===== src/rtl/core/tshf_pkg.sv =====
// ----------------------------------------------------------------------------
// tshf_pkg: shared types and constants for the turn signal / hazard flasher
// Field widths, flash mode and direction codes, and register indexes.
// ----------------------------------------------------------------------------
package tshf_pkg;

  localparam int unsigned ChanW  = 12;
  localparam int unsigned TimeW  = 32;
  localparam int unsigned LevelW = 16;
  localparam int unsigned CfgW   = 16;
  localparam int unsigned CfgIdxW = 3;

  typedef enum logic [1:0] {
    MODE_OFF    = 2'd0,
    MODE_LEFT   = 2'd1,
    MODE_RIGHT  = 2'd2,
    MODE_HAZARD = 2'd3
  } mode_t;

  typedef enum logic [1:0] {
    DIR_NONE  = 2'd0,
    DIR_LEFT  = 2'd1,
    DIR_RIGHT = 2'd2
  } dir_t;

  typedef enum logic [CfgIdxW-1:0] {
    CFG_BLINK_PERIOD = 3'd0,
    CFG_LAMP_ON      = 3'd1,
    CFG_LAMP_OFF     = 3'd2,
    CFG_LEFT_LOW     = 3'd3,
    CFG_LEFT_HIGH    = 3'd4,
    CFG_RIGHT_THRESH = 3'd5
  } cfg_idx_t;

  localparam logic [15:0]      BlinkPeriodRst = 16'd400;
  localparam logic [15:0]      LampOnRst      = 16'd2000;
  localparam logic [15:0]      LampOffRst     = 16'd1000;
  localparam logic [ChanW-1:0] LeftLowRst     = 12'd1300;
  localparam logic [ChanW-1:0] LeftHighRst    = 12'd1700;
  localparam logic [ChanW-1:0] RightThreshRst = 12'd1700;

endpackage


===== src/rtl/core/tshf_if.sv =====
// ----------------------------------------------------------------------------
// tshf_if: item channels of the flasher
// Valid/ready channels for control ticks in and lamp results out.
// ----------------------------------------------------------------------------
interface tshf_in_if;
  logic                          valid;
  logic                          ready;
  logic                          new_frame;
  logic                          link_up;
  logic [tshf_pkg::ChanW-1:0]    left_channel;
  logic [tshf_pkg::ChanW-1:0]    right_channel;
  logic [tshf_pkg::TimeW-1:0]    now_ms;

  modport source (output valid, new_frame, link_up, left_channel, right_channel, now_ms,
                  input ready);
  modport sink (input valid, new_frame, link_up, left_channel, right_channel, now_ms,
                output ready);
endinterface

interface tshf_out_if;
  logic                          valid;
  logic                          ready;
  logic                          left_write;
  logic                          right_write;
  logic [tshf_pkg::LevelW-1:0]   lamp_level;
  logic [1:0]                    active_mode;
  logic                          failsafe;
  logic                          vehicle_mode;

  modport source (output valid, left_write, right_write, lamp_level, active_mode,
                  failsafe, vehicle_mode, input ready);
  modport sink (input valid, left_write, right_write, lamp_level, active_mode,
                failsafe, vehicle_mode, output ready);
endinterface


===== src/rtl/core/turn_signal_hazard_flasher_top.sv =====
// ----------------------------------------------------------------------------
// turn_signal_hazard_flasher_top: turn signal and hazard flasher
// Output: the result is registered in the output register when the item is accepted.
// Throughput: 1 item per cycle; limited only by the single output register,
//   which is refilled in the same cycle it is drained.
// Reset (rst, sync, active high): failsafe latched, parked, flash off,
//   lamp dark, toggle timestamp 0, registers at their default values.
// ----------------------------------------------------------------------------
module turn_signal_hazard_flasher_top (
  input  logic                          clk,
  input  logic                          rst,
  tshf_in_if.sink                       in,
  tshf_out_if.source                    out,
  input  logic                          cfg_we,
  input  logic [tshf_pkg::CfgIdxW-1:0]  cfg_index,
  input  logic [tshf_pkg::CfgW-1:0]     cfg_data
);

  // --------------------------------------------------------------------------
  // Configuration registers
  // --------------------------------------------------------------------------
  logic [15:0]                 blink_period_ms;
  logic [15:0]                 lamp_on_level;
  logic [15:0]                 lamp_off_level;
  logic [tshf_pkg::ChanW-1:0]  left_band_low;
  logic [tshf_pkg::ChanW-1:0]  left_band_high;
  logic [tshf_pkg::ChanW-1:0]  right_threshold;

  always_ff @(posedge clk) begin
    if (rst) begin
      blink_period_ms <= tshf_pkg::BlinkPeriodRst;
      lamp_on_level   <= tshf_pkg::LampOnRst;
      lamp_off_level  <= tshf_pkg::LampOffRst;
      left_band_low   <= tshf_pkg::LeftLowRst;
      left_band_high  <= tshf_pkg::LeftHighRst;
      right_threshold <= tshf_pkg::RightThreshRst;
    end else if (cfg_we) begin
      // indexes past the register list are dropped
      unique case (cfg_index)
        tshf_pkg::CFG_BLINK_PERIOD: blink_period_ms <= cfg_data;
        tshf_pkg::CFG_LAMP_ON:      lamp_on_level   <= cfg_data;
        tshf_pkg::CFG_LAMP_OFF:     lamp_off_level  <= cfg_data;
        tshf_pkg::CFG_LEFT_LOW:     left_band_low   <= cfg_data[tshf_pkg::ChanW-1:0];
        tshf_pkg::CFG_LEFT_HIGH:    left_band_high  <= cfg_data[tshf_pkg::ChanW-1:0];
        tshf_pkg::CFG_RIGHT_THRESH: right_threshold <= cfg_data[tshf_pkg::ChanW-1:0];
        default: ;
      endcase
    end
  end

  // --------------------------------------------------------------------------
  // Flasher state
  // The queued mode of a running flash is always the request of the current
  // item, so it is taken straight from req_mode and needs no register.
  // --------------------------------------------------------------------------
  logic                        failsafe_latched, failsafe_latched_next;
  logic                        mode_parked, mode_parked_next;
  tshf_pkg::mode_t             flash_mode, flash_mode_next;
  tshf_pkg::dir_t              last_direction, last_direction_next;
  logic                        lamp_lit, lamp_lit_next;
  logic [tshf_pkg::TimeW-1:0]  last_toggle_ms, last_toggle_ms_next;

  // handshake: the output register frees up in the cycle it is taken
  logic accept;
  assign in.ready = !out.valid || out.ready;
  assign accept   = in.valid && in.ready;

  // per-item datapath
  logic                        left_req, right_req;
  tshf_pkg::mode_t             req_mode, run_mode;
  logic [tshf_pkg::TimeW-1:0]  elapsed;
  logic                        toggle;
  logic                        lw, rw;
  logic [15:0]                 level;

  always_comb begin
    failsafe_latched_next = failsafe_latched;
    mode_parked_next      = mode_parked;
    if (in.new_frame) begin
      failsafe_latched_next = !in.link_up;
      mode_parked_next      = !in.link_up;
    end

    left_req  = (left_band_low < in.left_channel) && (in.left_channel < left_band_high);
    right_req = in.right_channel > right_threshold;

    // request: parked forces hazard, both switches fall back to last single direction
    last_direction_next = last_direction;
    req_mode            = tshf_pkg::MODE_OFF;
    if (mode_parked_next) begin
      req_mode = tshf_pkg::MODE_HAZARD;
    end else if (left_req && !right_req) begin
      req_mode            = tshf_pkg::MODE_LEFT;
      last_direction_next = tshf_pkg::DIR_LEFT;
    end else if (right_req && !left_req) begin
      req_mode            = tshf_pkg::MODE_RIGHT;
      last_direction_next = tshf_pkg::DIR_RIGHT;
    end else if (left_req && right_req) begin
      if (last_direction == tshf_pkg::DIR_LEFT) begin
        req_mode = tshf_pkg::MODE_LEFT;
      end else if (last_direction == tshf_pkg::DIR_RIGHT) begin
        req_mode = tshf_pkg::MODE_RIGHT;
      end
    end

    // hazard preempts; otherwise a running flash keeps its mode
    if (req_mode == tshf_pkg::MODE_HAZARD || flash_mode == tshf_pkg::MODE_OFF) begin
      run_mode = req_mode;
    end else begin
      run_mode = flash_mode;
    end

    // wrapped elapsed time vs. period
    elapsed = in.now_ms - last_toggle_ms;
    toggle  = (run_mode != tshf_pkg::MODE_OFF) &&
              (elapsed > {{(tshf_pkg::TimeW-16){1'b0}}, blink_period_ms});

    flash_mode_next     = run_mode;
    lamp_lit_next       = lamp_lit;
    last_toggle_ms_next = last_toggle_ms;
    lw                  = 1'b0;
    rw                  = 1'b0;
    level               = '0;
    if (run_mode == tshf_pkg::MODE_OFF) begin
      lamp_lit_next = 1'b0;
    end else if (toggle) begin
      last_toggle_ms_next = in.now_ms;
      lamp_lit_next       = !lamp_lit;
      level = lamp_lit_next ? lamp_on_level : lamp_off_level;
      lw    = (run_mode == tshf_pkg::MODE_LEFT)  || (run_mode == tshf_pkg::MODE_HAZARD);
      rw    = (run_mode == tshf_pkg::MODE_RIGHT) || (run_mode == tshf_pkg::MODE_HAZARD);
      // end of an on/off cycle: take over the pending request
      if (!lamp_lit_next) begin
        flash_mode_next = req_mode;
      end
    end
  end

  always_ff @(posedge clk) begin
    if (rst) begin
      failsafe_latched <= 1'b1;
      mode_parked      <= 1'b1;
      flash_mode       <= tshf_pkg::MODE_OFF;
      last_direction   <= tshf_pkg::DIR_NONE;
      lamp_lit         <= 1'b0;
      last_toggle_ms   <= '0;
    end else if (accept) begin
      failsafe_latched <= failsafe_latched_next;
      mode_parked      <= mode_parked_next;
      flash_mode       <= flash_mode_next;
      last_direction   <= last_direction_next;
      lamp_lit         <= lamp_lit_next;
      last_toggle_ms   <= last_toggle_ms_next;
    end
  end

  // --------------------------------------------------------------------------
  // Result register
  // --------------------------------------------------------------------------
  always_ff @(posedge clk) begin
    if (rst) begin
      out.valid <= 1'b0;
    end else if (accept) begin
      out.valid <= 1'b1;
    end else if (out.ready) begin
      out.valid <= 1'b0;
    end
  end

  always_ff @(posedge clk) begin
    if (accept) begin
      out.left_write   <= lw;
      out.right_write  <= rw;
      out.lamp_level   <= level;
      out.active_mode  <= flash_mode_next;
      out.failsafe     <= failsafe_latched_next;
      out.vehicle_mode <= !mode_parked_next;
    end
  end

  // --------------------------------------------------------------------------
  // Assertions
  // --------------------------------------------------------------------------
  a_level_only_on_write: assert property (@(posedge clk) disable iff (rst)
    out.valid && !out.left_write && !out.right_write |-> out.lamp_level == '0)
    else $error("lamp level set without a lamp write");

  a_failsafe_parked: assert property (@(posedge clk) disable iff (rst)
    out.valid |-> out.failsafe == !out.vehicle_mode)
    else $error("failsafe and vehicle mode disagree");

  a_stall_only_when_full: assert property (@(posedge clk) disable iff (rst)
    !in.ready |-> out.valid && !out.ready)
    else $error("input stalled with free output register");

  a_accept_gives_result: assert property (@(posedge clk) disable iff (rst)
    accept |=> out.valid)
    else $error("accepted item produced no result");

  // parked always ends up flashing hazard, even across the end of a cycle
  a_parked_is_hazard: assert property (@(posedge clk) disable iff (rst)
    out.valid && !out.vehicle_mode |-> out.active_mode == tshf_pkg::MODE_HAZARD)
    else $error("parked without hazard flashing");

endmodule


===== src/flat_wrapper.sv =====
// flat-port wrapper written by rule: the top's interface ports become plain ports
module turn_signal_hazard_flasher_top_flat 
  (clk, rst, cfg_we, cfg_index, cfg_data, in_valid, in_new_frame, in_link_up, in_left_channel, in_right_channel, in_now_ms, in_ready, out_valid, out_left_write, out_right_write, out_lamp_level, out_active_mode, out_failsafe, out_vehicle_mode, out_ready);
  tshf_in_if in_i ();
  tshf_out_if out_i ();
  input  logic clk;
  input  logic rst;
  input  logic cfg_we;
  input  logic [tshf_pkg::CfgIdxW-1:0] cfg_index;
  input  logic [tshf_pkg::CfgW-1:0] cfg_data;
  input wire logic [$bits(in_i.valid)-1:0] in_valid;
  input wire logic [$bits(in_i.new_frame)-1:0] in_new_frame;
  input wire logic [$bits(in_i.link_up)-1:0] in_link_up;
  input wire logic [$bits(in_i.left_channel)-1:0] in_left_channel;
  input wire logic [$bits(in_i.right_channel)-1:0] in_right_channel;
  input wire logic [$bits(in_i.now_ms)-1:0] in_now_ms;
  output wire logic [$bits(in_i.ready)-1:0] in_ready;
  output wire logic [$bits(out_i.valid)-1:0] out_valid;
  output wire logic [$bits(out_i.left_write)-1:0] out_left_write;
  output wire logic [$bits(out_i.right_write)-1:0] out_right_write;
  output wire logic [$bits(out_i.lamp_level)-1:0] out_lamp_level;
  output wire logic [$bits(out_i.active_mode)-1:0] out_active_mode;
  output wire logic [$bits(out_i.failsafe)-1:0] out_failsafe;
  output wire logic [$bits(out_i.vehicle_mode)-1:0] out_vehicle_mode;
  input wire logic [$bits(out_i.ready)-1:0] out_ready;
  assign in_i.valid = in_valid;
  assign in_i.new_frame = in_new_frame;
  assign in_i.link_up = in_link_up;
  assign in_i.left_channel = in_left_channel;
  assign in_i.right_channel = in_right_channel;
  assign in_i.now_ms = in_now_ms;
  assign in_ready = in_i.ready;
  assign out_valid = out_i.valid;
  assign out_left_write = out_i.left_write;
  assign out_right_write = out_i.right_write;
  assign out_lamp_level = out_i.lamp_level;
  assign out_active_mode = out_i.active_mode;
  assign out_failsafe = out_i.failsafe;
  assign out_vehicle_mode = out_i.vehicle_mode;
  assign out_i.ready = out_ready;
  turn_signal_hazard_flasher_top u_core (.clk(clk), .rst(rst), .in(in_i), .out(out_i), .cfg_we(cfg_we), .cfg_index(cfg_index), .cfg_data(cfg_data));
endmodule

===== config.mk =====
export PLATFORM = sky130hd
export DESIGN_NAME = turn_signal_hazard_flasher_top_flat
export DESIGN_NICKNAME = d
export VERILOG_FILES = /design/src/rtl/core/tshf_pkg.sv /design/src/rtl/core/tshf_if.sv /design/src/rtl/core/turn_signal_hazard_flasher_top.sv /design/src/flat_wrapper.sv
export SDC_FILE = /design/constraint.sdc
export NUM_CORES = 1
export LEC_CHECK = 0
export BUFFER_PORTS_ARGS = -buffer_cell sky130_fd_sc_hd__buf_2
export CAP_MARGIN = 20
export CORE_MARGIN = 4
export CORE_UTILIZATION = 45
export CTS_CLUSTER_SIZE = 24
export DETAILED_ROUTE_END_ITERATION = 8
export HOLD_SLACK_MARGIN = 0.03
export PLACE_DENSITY = 0.68
export SYNTH_ARGS = -nofsm -noshare
export SYNTH_HDL_FRONTEND = slang
export SYNTH_SLANG_ARGS = --single-unit

===== constraint.sdc =====
create_clock -name clk -period 4.2 [get_ports clk]
set_input_delay 0.42 -clock clk [delete_from_list [all_inputs] [get_ports clk]]
set_output_delay 0.42 -clock clk [all_outputs]
set_load 0.02 [all_outputs]

==> impl_results.md <==
- Core area: 19700 sq um
- Depth of the most critical reg-to-reg path: 18
- Final Critical Period: 4170 ps
- Slew Limit Fails: 0
- P_leak: 4.79 nW
- H-tree levels: 4
- Most frequent cells in the layout: nand2_1 (256), dfxtp_1 (121), buf_2 (105)
- Final Net Count: 1445
- Post-synthesis instance area: 9070 sq um
- Initial Utilization: 46.2%
- Status: completed
- Iteration-0 DRC Markers: 620
- Setup violations, final: 0
- CTS tree: yes
- Grt ovf: 0
- Vias after detailed routing: 8318
- Clock Tree Buf Depth: 2
- Row count: 51
- Placed Instances: 1510
- Final Hold Fails: 0
- Routed length per instance: 15.4 microns
- RSZ-0062 raised after global routing: true
- Cell Area, Placed: 10200 sq um
- Worst hold-check path type: in -> reg
- Overall power: 4.01 mW
- Max transition margin: 21.0%
- Post-Route WL: 24.0 mm
- F_max: 240 MHz
- Data arrival, critical path: 4480 ps
- First-pass GRT wire length: 38.1 mm
- DRT antenna net count: 0
- Num CTS Buffers: 17
- Clk slew on worst S/H paths: 60 ps
- Element type at the critical path start: flip-flop
- Power Dens Cells: 357 nW/um^2
- Die area: 22500 sq um
- Worst-skew pair later-pin latency: 420 ps
- I/O pin total: 106
- Root buf cell: clkbuf_16
- EDFF count, synth: 22
- Vias in the first global route: 7809
- Synth Net Count: 1293
- Reg2reg start: u_core.last_toggle_ms[0]
- Synth warn: 0
- Fillers: 1812
- CP Launch Point: u_core.last_toggle_ms[0]
- Layout area overhead: 23.8%
- Fin util: 57.2%
- Post-synthesis cell count: 1126
- Worst EP required: 4510 ps
- Die W: 150 microns
- Chip height: 150 microns
- Post-synthesis sequential area ratio: 34.6%
- Fraction of layout cells with a size suffix above 1: 22.5%
- Number of I/O port buffers: 105
- Crit path capture type: flip-flop
- Worst-Margin Slew: 1180 ps
- Synthesized flop and latch total: 146
- Fin crit share: 99.2%
- Max_cap viols: 0
- Largest net degree at the start of global routing: 62
- Non-Filler Instances: 1558
- Detail Placement HPWL: 17.2 mm
- CP Class: reg -> reg
- # DRC: 0
- Largest fanout on the critical path: 5
- Distinct cells, synth: 82
- Vias per cell: 5.34
- Worst R2R Setup Slack: 30 ps
- TritonRoute pass-1 iters: 5
- Layout Skew: 7.88 ps
- Clk sink count: 146
- Leading cell type in the layout, fill and taps excluded: nand2_1
- CP endpoint: u_core.flash_mode[0]
- Finished Cell Area: 11200 sq um
- Fraction of registers with async set/reset: 0%
- Routability Congestion: 0.901
- Initial antenna violation count: 1
- GR Util All Layers: 21.0%
- Worst r2r dst: u_core.flash_mode[0]
- Max VDD drop: 311 uV
- Ys flop type: dfxtp_1
- Mapped Avg Cell Area: 8.06 sq um
## how the worst min path moves through the flow
stage / start / to / slack, ps / cells past startpoint
global placement: u_core.last_toggle_ms[6] / u_core.last_toggle_ms[6] / 440 / 2
CTS: in_valid / u_core.out.valid / 250 / 3
finish: in_now_ms[6] / u_core.last_toggle_ms[6] / 260 / 3
global route: in_now_ms[27] / u_core.last_toggle_ms[27] / 260 / 3
detailed placement: u_core.blink_period_ms[6] / u_core.blink_period_ms[6] / 450 / 2
floorplan: u_core.left_band_low[0] / u_core.left_band_low[0] / 430 / 2
## logic make-up (layout without fill, tap and decap cells)
group           Yosys count  count (layout)  synth area share, %
other cells               0               2                    0
fa+ha+maj                85              85                 11.8
flops                   146             146                 34.6
mux                      53              53                 5.93
buf+inv                 147             311                 6.80
simple gates            436             437                 21.5
compound gates          241             241                 17.6
xor+xnor                 18              18                 1.74
## critical path: stages, from the launching register on
cell	delay, ps
dfxtp_2	340
ha_4	160
fa_2	360
and2b_2	250
o2111ai_4	170
a211oi_4	310
nor3_2	60
xnor2_1	140
ha_1	320
buf_6	130
and4_1	140
a2111o_1	420
o21ai_2	70
nand4_1	120
nor4_2	300
nand4_1	150
buf_6	170
a221o_1	280
and3_1	170
## final cells by class
| class | instances | area, sq um | share of cell area [%] |
|---|---|---|---|
| well taps | 265 | 332 | 2.95 |
| clock inverters | 13 | 106 | 0.946 |
| inverters | 97 | 364 | 3.24 |
| multi-input cells | 834 | 5620 | 50.0 |
| flip-flops and latches | 146 | 3150 | 28.0 |
| repair buffers | 182 | 1210 | 10.8 |
| clock buffers | 19 | 454 | 4.04 |
| diodes | 2 | 5.00 | 0.0445 |
## through the flow
step | hold slack [ps] | TNS, ps | worst slack (ps)
2_1_floorplan | 431 | 0 | 16.4
3_3_place_gp | 441 | -18870 | -445
3_5_place_dp | 446 | -25230 | -607
4_1_cts | 246 | 0 | 5.51
5_1_grt | 261 | -3700 | -117
6_report | 257 | 0 | 34.1
## Yosys cell counts, types with 3 or more instances
| master | count | share of area [%] |
|---|---|---|
| a211oi_1 | 3 | 0.25 |
| a21o_1 | 22 | 1.8 |
| a21oi_1 | 100 | 5.5 |
| a21oi_2 | 5 | 0.48 |
| a221o_1 | 3 | 0.33 |
| a31oi_1 | 7 | 0.48 |
| and2_1 | 5 | 0.34 |
| and3_1 | 9 | 0.62 |
| and4_1 | 3 | 0.29 |
| buf_2 | 7 | 0.39 |
| buf_6 | 7 | 0.87 |
| clkbuf_1 | 35 | 1.4 |
| dfxtp_1 | 124 | 27 |
| edfxtp_1 | 22 | 7.3 |
| ha_1 | 84 | 12 |
| inv_1 | 95 | 3.9 |
| mux2i_1 | 50 | 5.5 |
| nand2_1 | 260 | 11 |
| nand2b_1 | 8 | 0.55 |
| nand3_1 | 34 | 1.9 |
| nand4_1 | 18 | 1.2 |
| nor2_1 | 55 | 2.3 |
| nor2b_1 | 9 | 0.62 |
| nor3_1 | 8 | 0.44 |
| o211ai_1 | 20 | 1.7 |
| o21a_1 | 10 | 0.83 |
| o21ai_0 | 26 | 1.4 |
| o21ai_1 | 6 | 0.33 |
| o21bai_1 | 3 | 0.25 |
| or3_1 | 5 | 0.34 |
| xnor2_1 | 14 | 1.4 |
| xor2_1 | 4 | 0.39 |
## sequential cells by signal (all words and copies together) (netlist names)
register	flops
u_core.lamp_on_level	16
u_core.out.failsafe	1
u_core.last_direction	2
u_core.left_band_low	12
u_core.out.left_write	1
u_core.out.lamp_level	16
u_core.left_band_high	12
u_core.flash_mode	2
u_core.out.right_write	1
u_core.right_threshold	12
u_core.mode_parked	1
u_core.failsafe_latched	1
u_core.out.vehicle_mode	1
u_core.out.valid	1
u_core.lamp_lit	1
u_core.last_toggle_ms	32
u_core.blink_period_ms	16
u_core.out.active_mode	2
u_core.lamp_off_level	16
## timing repair
action	4_1_cts	5_1_grt
setup buffers	7	3
gates cloned	1	3
setup endpoints to repair	55	55
pin swaps	15	39
resized for setup	17	59
hold buffers	0	0
## metal layers
metal	up-vias	share of wire [%]	global-route usage (%)
li1	4187	-	-
met1	3862	45	28.7
met2	238	47	34.0
met3	31	6.5	4.30
met4	0	1.6	5.76
met5	-	0	0
## power by group
group          total [mW]  internal, mW  switching, mW
combinational        1.04         0.459          0.579
sequential           1.52          1.49         0.0376
clock                1.45         0.847          0.606
total                4.01          2.79           1.22
Power figures use the tool's default switching activity.
